### src/sv/wfps_pkg.sv
// Shared types, constants and the arctangent table for the wall-following steering block.
package wfps_pkg;

   localparam int CORDIC_STEPS = 16;
   localparam int ATAN_ENTRIES = 24;
   localparam int NSTEPS = (CORDIC_STEPS < ATAN_ENTRIES) ? CORDIC_STEPS : ATAN_ENTRIES;
   localparam int STEP_W = 5;

   localparam int RANGE_W = 15;
   localparam int GAIN_W  = 24;
   localparam int VX_W    = 36;
   localparam int RX_W    = 34;
   localparam int MA_W    = 34;
   localparam int MB_W    = 26;
   localparam int PROD_W  = MA_W + MB_W;
   localparam int ACC_W   = 66;
   localparam int SUM_W   = 40;

   localparam logic [16:0] SIN60_Q16 = 17'd56756;
   localparam logic signed [RX_W-1:0] CORDIC_GAIN_Q30 = 34'sh026DD3B6A;

   localparam logic [8:0] SPEED_FAST   = 9'd384;
   localparam logic [8:0] SPEED_MEDIUM = 9'd256;
   localparam logic [8:0] SPEED_SLOW   = 9'd128;

   localparam logic [GAIN_W-1:0]  RST_GAIN_P    = 24'd36045;
   localparam logic [GAIN_W-1:0]  RST_GAIN_I    = 24'd7;
   localparam logic [GAIN_W-1:0]  RST_GAIN_D    = 24'd13107;
   localparam logic [RANGE_W-1:0] RST_DESIRED   = 15'd563;
   localparam logic [RANGE_W-1:0] RST_LOOKAHEAD = 15'd512;
   localparam logic [RANGE_W-1:0] RST_BAND_FAST = 15'd715;
   localparam logic [RANGE_W-1:0] RST_BAND_MED  = 15'd1430;

   typedef enum logic [2:0] {
      CSR_GAIN_P    = 3'd0,
      CSR_GAIN_I    = 3'd1,
      CSR_GAIN_D    = 3'd2,
      CSR_DESIRED   = 3'd3,
      CSR_LOOKAHEAD = 3'd4,
      CSR_BAND_FAST = 3'd5,
      CSR_BAND_MED  = 3'd6
   } csr_index_type;

   typedef enum logic [4:0] {
      ST_IDLE, ST_VEC, ST_RINIT, ST_ROT, ST_M_BC, ST_M_LS, ST_D, ST_E, ST_SUM,
      ST_M_P, ST_M_IL, ST_M_IH, ST_M_D, ST_K, ST_T, ST_ANG, ST_OUT
   } ctrl_state_type;

   typedef enum logic [4:0] {
      OP_NONE, OP_LOAD, OP_VEC, OP_RINIT, OP_ROT, OP_M_BC, OP_M_LS, OP_D, OP_E,
      OP_SUM, OP_M_P, OP_M_IL, OP_M_IH, OP_M_D, OP_K, OP_T, OP_ANG, OP_OUT
   } dp_op_type;

   typedef struct packed {
      dp_op_type         op;
      logic [STEP_W-1:0] step;
   } dp_cmd_type;

   // Truncated arctangent of 2^-i in Q30 radians.
   function automatic logic signed [RX_W-1:0] atan_q30(input logic [STEP_W-1:0] idx);
      logic signed [RX_W-1:0] r;
      case (idx)
         5'd0:  r = 34'sh03243F6A8;
         5'd1:  r = 34'sh01DAC6705;
         5'd2:  r = 34'sh00FADBAFC;
         5'd3:  r = 34'sh007F56EA6;
         5'd4:  r = 34'sh003FEAB76;
         5'd5:  r = 34'sh001FFD55B;
         5'd6:  r = 34'sh000FFFAAA;
         5'd7:  r = 34'sh0007FFF55;
         5'd8:  r = 34'sh0003FFFEA;
         5'd9:  r = 34'sh0001FFFFD;
         5'd10: r = 34'sh0000FFFFF;
         5'd11: r = 34'sh00007FFFF;
         5'd12: r = 34'sh00003FFFF;
         5'd13: r = 34'sh00001FFFF;
         5'd14: r = 34'sh00000FFFF;
         5'd15: r = 34'sh000007FFF;
         5'd16: r = 34'sh000003FFF;
         5'd17: r = 34'sh000001FFF;
         5'd18: r = 34'sh000000FFF;
         5'd19: r = 34'sh0000007FF;
         5'd20: r = 34'sh0000003FF;
         5'd21: r = 34'sh0000001FF;
         5'd22: r = 34'sh0000000FF;
         5'd23: r = 34'sh00000007F;
         default: r = '0;
      endcase
      return r;
   endfunction

endpackage

### src/sv/wfps_ctrl.sv
// Controller state machine that sequences the CORDIC, multiply and PID steps.
module wfps_ctrl
   import wfps_pkg::*;
(
   input  logic       clock,
   input  logic       reset,
   input  logic       req_valid,
   output logic       req_stall,
   output logic       rsp_valid,
   input  logic       rsp_stall,
   output dp_cmd_type cmd
);

   ctrl_state_type    state_ff, state_in;
   logic [STEP_W-1:0] step_ff, step_in;
   logic              rsp_valid_ff, rsp_valid_in;
   logic              step_last;
   logic              out_free;

   assign step_last = (step_ff == STEP_W'(NSTEPS - 1));
   assign out_free  = !rsp_valid_ff || !rsp_stall;

   always_comb begin
      state_in = state_ff;
      unique case (state_ff)
         ST_IDLE:  if (req_valid) state_in = ST_VEC;
         ST_VEC:   if (step_last) state_in = ST_RINIT;
         ST_RINIT: state_in = ST_ROT;
         ST_ROT:   if (step_last) state_in = ST_M_BC;
         ST_M_BC:  state_in = ST_M_LS;
         ST_M_LS:  state_in = ST_D;
         ST_D:     state_in = ST_E;
         ST_E:     state_in = ST_SUM;
         ST_SUM:   state_in = ST_M_P;
         ST_M_P:   state_in = ST_M_IL;
         ST_M_IL:  state_in = ST_M_IH;
         ST_M_IH:  state_in = ST_M_D;
         ST_M_D:   state_in = ST_K;
         ST_K:     state_in = ST_T;
         ST_T:     state_in = ST_ANG;
         ST_ANG:   state_in = ST_OUT;
         ST_OUT:   if (out_free) state_in = ST_IDLE;
         default:  state_in = ST_IDLE;
      endcase
   end

   always_comb begin
      cmd.op   = OP_NONE;
      cmd.step = step_ff;
      step_in  = '0;
      unique case (state_ff)
         ST_IDLE:  cmd.op = req_valid ? OP_LOAD : OP_NONE;
         ST_VEC: begin
            cmd.op  = OP_VEC;
            step_in = step_last ? '0 : step_ff + 1'b1;
         end
         ST_RINIT: cmd.op = OP_RINIT;
         ST_ROT: begin
            cmd.op  = OP_ROT;
            step_in = step_last ? '0 : step_ff + 1'b1;
         end
         ST_M_BC:  cmd.op = OP_M_BC;
         ST_M_LS:  cmd.op = OP_M_LS;
         ST_D:     cmd.op = OP_D;
         ST_E:     cmd.op = OP_E;
         ST_SUM:   cmd.op = OP_SUM;
         ST_M_P:   cmd.op = OP_M_P;
         ST_M_IL:  cmd.op = OP_M_IL;
         ST_M_IH:  cmd.op = OP_M_IH;
         ST_M_D:   cmd.op = OP_M_D;
         ST_K:     cmd.op = OP_K;
         ST_T:     cmd.op = OP_T;
         ST_ANG:   cmd.op = OP_ANG;
         ST_OUT:   cmd.op = out_free ? OP_OUT : OP_NONE;
         default:  cmd.op = OP_NONE;
      endcase
   end

   always_comb begin
      if (state_ff == ST_OUT && out_free) begin
         rsp_valid_in = 1'b1;
      end else if (!rsp_stall) begin
         rsp_valid_in = 1'b0;
      end else begin
         rsp_valid_in = rsp_valid_ff;
      end
   end

   always_ff @(posedge clock) begin
      if (reset) begin
         state_ff     <= ST_IDLE;
         step_ff      <= '0;
         rsp_valid_ff <= 1'b0;
      end else begin
         state_ff     <= state_in;
         step_ff      <= step_in;
         rsp_valid_ff <= rsp_valid_in;
      end
   end

   assign req_stall = (state_ff != ST_IDLE);
   assign rsp_valid = rsp_valid_ff;

endmodule

### config.mk
export PLATFORM = sky130hd
export DESIGN_NAME = wfps_ctrl
export DESIGN_NICKNAME = d
export VERILOG_FILES = /design/src/sv/wfps_pkg.sv /design/src/sv/wfps_ctrl.sv
export SDC_FILE = /design/constraint.sdc
export NUM_CORES = 1
export LEC_CHECK = 0
export BUFFER_PORTS_ARGS = -buffer_cell sky130_fd_sc_hd__buf_4
export CAP_MARGIN = 30
export CORE_MARGIN = 2
export CORE_UTILIZATION = 25
export DETAILED_ROUTE_END_ITERATION = 7
export PLACE_DENSITY_LB_ADDON = 0.12
export RECOVER_POWER = 25
export SYNTH_ARGS = -nofsm -noshare
export SYNTH_HDL_FRONTEND = slang
export SYNTH_SLANG_ARGS = --single-unit
### constraint.sdc
create_clock -name clock -period 2.2 [get_ports clock]
set_clock_uncertainty 0.2 [all_clocks]
set_input_delay 0.22 -clock clock [delete_from_list [all_inputs] [get_ports clock]]
set_output_delay 0.22 -clock clock [all_outputs]
set_load 0.02 [all_outputs]
==> flow_summary_export.csv <==
group,metric,value,unit
outcome,status,"completed",
yosys,synth_area_leader_cell,"dfxtp_1",
yosys,synthCells,63,
timing,tns,0,ns
route,ant_nets,0,
global_route,grt_antenna_before_repair,0,
yosys,ys_warn_count,0,
power_and_ir_drop,internal-power,0.333,mW
hold_path,hold_end,"rsp_valid$_SDFFE_PP0P_",
global_route,grt_util_all_layers,0.0949,
yosys,async_flop_share,0,
timing,max_freq,0.503,GHz
worst_setup_path,crit_fanout,8,
hold_path,hp-start,"rsp_stall",
route,viasPerCell,4.31,
yosys,synth_edf_count,0,
timing,slew_headroom,0.692,
worst_setup_path,r2r_end,"step_ff[2]$_SDFF_PP0_",
floorplan,io_pins,16,
power_and_ir_drop,seqPwrFrac,0.475,
placement,io_buffers,15,
placement,gp_congestion,0.700,
global_route,grt_first_pass_wirelength,1.78,mm
route,avgRoutedWirePerCell,9.85,µm
timing,layout_min_cycle_time,1.99,ns
worst_setup_path,rrSetupSlack,0.32,ns
power_and_ir_drop,leakagePower,0.289,nW
floorplan,die-area,2500,µm²
cells_and_area,diodes,0,
timing,tightest_slew,0.461,ns
timing,finalSetupViolCount,0,
power_and_ir_drop,p_per_area,699,nW/µm²
floorplan,core,1980,µm²
timing,final_hold_viol_count,0,
worst_setup_path,crit_required,1.78,ns
worst_setup_path,cp-end-kind,"output pin",
clock_tree,post-cts-setup-buffers,0,
route,firstDrtPassIters,3,
worst_setup_path,arrival,1.57,ns
worst_setup_path,worstReg2RegStart,"step_ff[0]$_SDFF_PP0_",
clock_tree,clk_pin_slew,0.06,ns
yosys,synth_seq_area_share,0.416,
route,routed_wl,1.06,mm
cells_and_area,syn_to_final_growth,28.8,%
cells_and_area,final_nets,88,
yosys,ys_ff_latch,11,
global_route,grt_max_degree,16,
hold_path,hold-path-cell-count,3,
route,first_iter_violations,8,
worst_setup_path,start_kind,"flop",
global_route,overflow,0,
yosys,synth_commonest_cells,"dfxtp_1 (11), nor2_1 (10), nand2_1 (5), nor3_1 (5), a21oi_1 (4)",
yosys,yosysMostFrequentCell,"dfxtp_1",
yosys,syn_area_per_cell,8.40,µm²
timing,slew_violations,0,
cells_and_area,drive_gt1_frac,0.210,
yosys,syn-cell-area,529,µm²
power_and_ir_drop,p_comb_frac,0.250,
clock_tree,cts_tree,"yes",
clock_tree,clockBufferDepth,2,
global_route,first_global_vias,426,
floorplan,die_h,50.0,µm
floorplan,row_count,16,
yosys,synthFlopType,"dfxtp_1",
yosys,syn_nets,69,
clock_tree,numCtsBuffers,3,
power_and_ir_drop,ir_worst_vdd,0.000274,V
yosys,ys_top_cells_by_area,"dfxtp_1 (42%), nor2_1 (7.1%), xor2_1 (5.0%)",
yosys,synth_top_area_share,0.416,
timing,min_period_over_period,0.903,
cells_and_area,fillers,232,
hold_path,hold_class,"in2reg",
power_and_ir_drop,switchingPower,0.143,mW
worst_setup_path,r2r_cells,7,
worst_setup_path,critical_path_class,"reg2out",
clock_tree,clock_latency,0.26,ns
floorplan,die_x,50.0,µm
clock_tree,htreeDepth,1,
clock_tree,root_buffer,"clkbuf_4",
route,drc,0,
clock_tree,cts_sinks,11,
power_and_ir_drop,p_clk_frac,0.275,
placement,dpl.hpwl,822,µm
yosys,synth_cell_types,25,
route,vias,465,
timing,holdWs,0.0803,ns
run,drv_cap,0,
power_and_ir_drop,switching_share,0.301,
floorplan,initial_core_util,0.267,
timing,rsz0062_at_grt,"false",
==> power groups by stage <==
| stage | logic [mW] | registers (mW) | clock network, mW |
|---|---|---|---|
| after floorplan | 0.0841 | 0.225 | 0 |
| after global routing | 0.129 | 0.229 | 0.151 |
| after global placement | 0.122 | 0.231 | 0 |
| after CTS | 0.123 | 0.227 | 0.138 |
| final | 0.119 | 0.226 | 0.131 |
| after detailed placement | 0.121 | 0.231 | 0 |
==> routing by layer <==
metal	GRT usage	share of wire	vias to the layer above
li1	-	-	253
met1	0.114	0.51	202
met2	0.149	0.42	8
met3	0.0273	0.039	2
met4	0.0556	0.022	0
met5	0	0	-
==> area by class of cell <==
cell class,count,area [µm²],area share
Multi-Input combinational cell,47,287,0.420
Sequential cell,11,220,0.323
Timing Repair Buffer,16,104,0.152
Tap cell,27,33.8,0.0495
Clock buffer,4,26.3,0.0385
Inverter,3,11.3,0.0165
==> cell families (layout without fill, tap and decap cells) <==
kind of cell,count (synthesis),in the layout,synth area share
DFF,11,11,0.416
xor gates and xnor gates,5,5,0.0828
AOI/OAI and AO/OA,8,8,0.0946
and+or+nand+nor,32,32,0.317
buffers and inverters,5,23,0.0426
adders and majority gates,2,2,0.0473
==> through the flow <==
step | worst slack, ns | power (mW) | instance area (µm²) | instances | util
2_1_floorplan | 0.351 | 0.309 | 529 | 63 | -
3_3_place_gp | 0.348 | 0.352 | 664 | 103 | 0.335
3_5_place_dp | 0.324 | 0.352 | 664 | 103 | 0.335
4_1_cts | 0.172 | 0.487 | 701 | 108 | 0.354
5_1_grt | 0.0797 | 0.509 | 682 | 108 | 0.344
6_report | 0.213 | 0.477 | 682 | 108 | 0.344
==> flip-flops by register name, indices dropped and copies added (netlist names) <==
register	flops
state_ff	5
step_ff	5
rsp_valid	1
==> layout by cell type, fill, tap and decap left out <==
master | synthesis | final
xnor2_1 | 2 | 2
nand2_1 | 5 | 5
nand4bb_1 | 1 | 1
a221oi_1 | 1 | 1
nand3_1 | 3 | 3
a21oi_1 | 4 | 4
nand3b_1 | 1 | 1
ha_1 | 2 | 2
a31o_2 | 1 | 1
or2_4 | 1 | 1
nor2_1 | 10 | 10
and3_1 | 1 | 1
clkbuf_4 | 0 | 3
nand2b_1 | 1 | 1
o21ai_0 | 1 | 1
or2_2 | 1 | 1
inv_1 | 3 | 3
nor3_1 | 5 | 5
clkbuf_1 | 1 | 6
nor3_2 | 1 | 1
dlygate4sd3_1 | 0 | 1
buf_4 | 1 | 10
a21boi_0 | 1 | 1
or3b_1 | 1 | 1
xor2_1 | 3 | 3
nor4_1 | 1 | 1
dfxtp_1 | 11 | 11
==> what timing repair did <==
action                    CTS  global route
gates resized for setup     0             0
hold buffers                1             0
hold endpoints to repair    2             0
==> worst max-delay path by stage <==
| stage | startpoint | endpoint | slack (ns) | cells past startpoint |
|---|---|---|---|---|
| 4_1_cts | state_ff[0]$_SDFFE_PP0P_ | cmd[9] | 0.17 | 4 |
| 6_report | state_ff[0]$_SDFFE_PP0P_ | cmd[9] | 0.21 | 4 |
| 3_5_place_dp | step_ff[0]$_SDFF_PP0_ | step_ff[2]$_SDFF_PP0_ | 0.32 | 7 |
| 3_3_place_gp | step_ff[0]$_SDFF_PP0_ | step_ff[3]$_SDFF_PP0_ | 0.35 | 7 |
| 5_1_grt | state_ff[0]$_SDFFE_PP0P_ | cmd[9] | 0.08 | 4 |
| 2_1_floorplan | step_ff[0]$_SDFF_PP0_ | step_ff[3]$_SDFF_PP0_ | 0.35 | 7 |
==> critical path, cell delays in order, from the launching register on <==
cell and delay (ns):
dfxtp_1 0.50, nand3_1 0.16, or3b_1 0.40, o21ai_0 0.09, buf_4 0.16
Power figures use the tool's default switching activity.
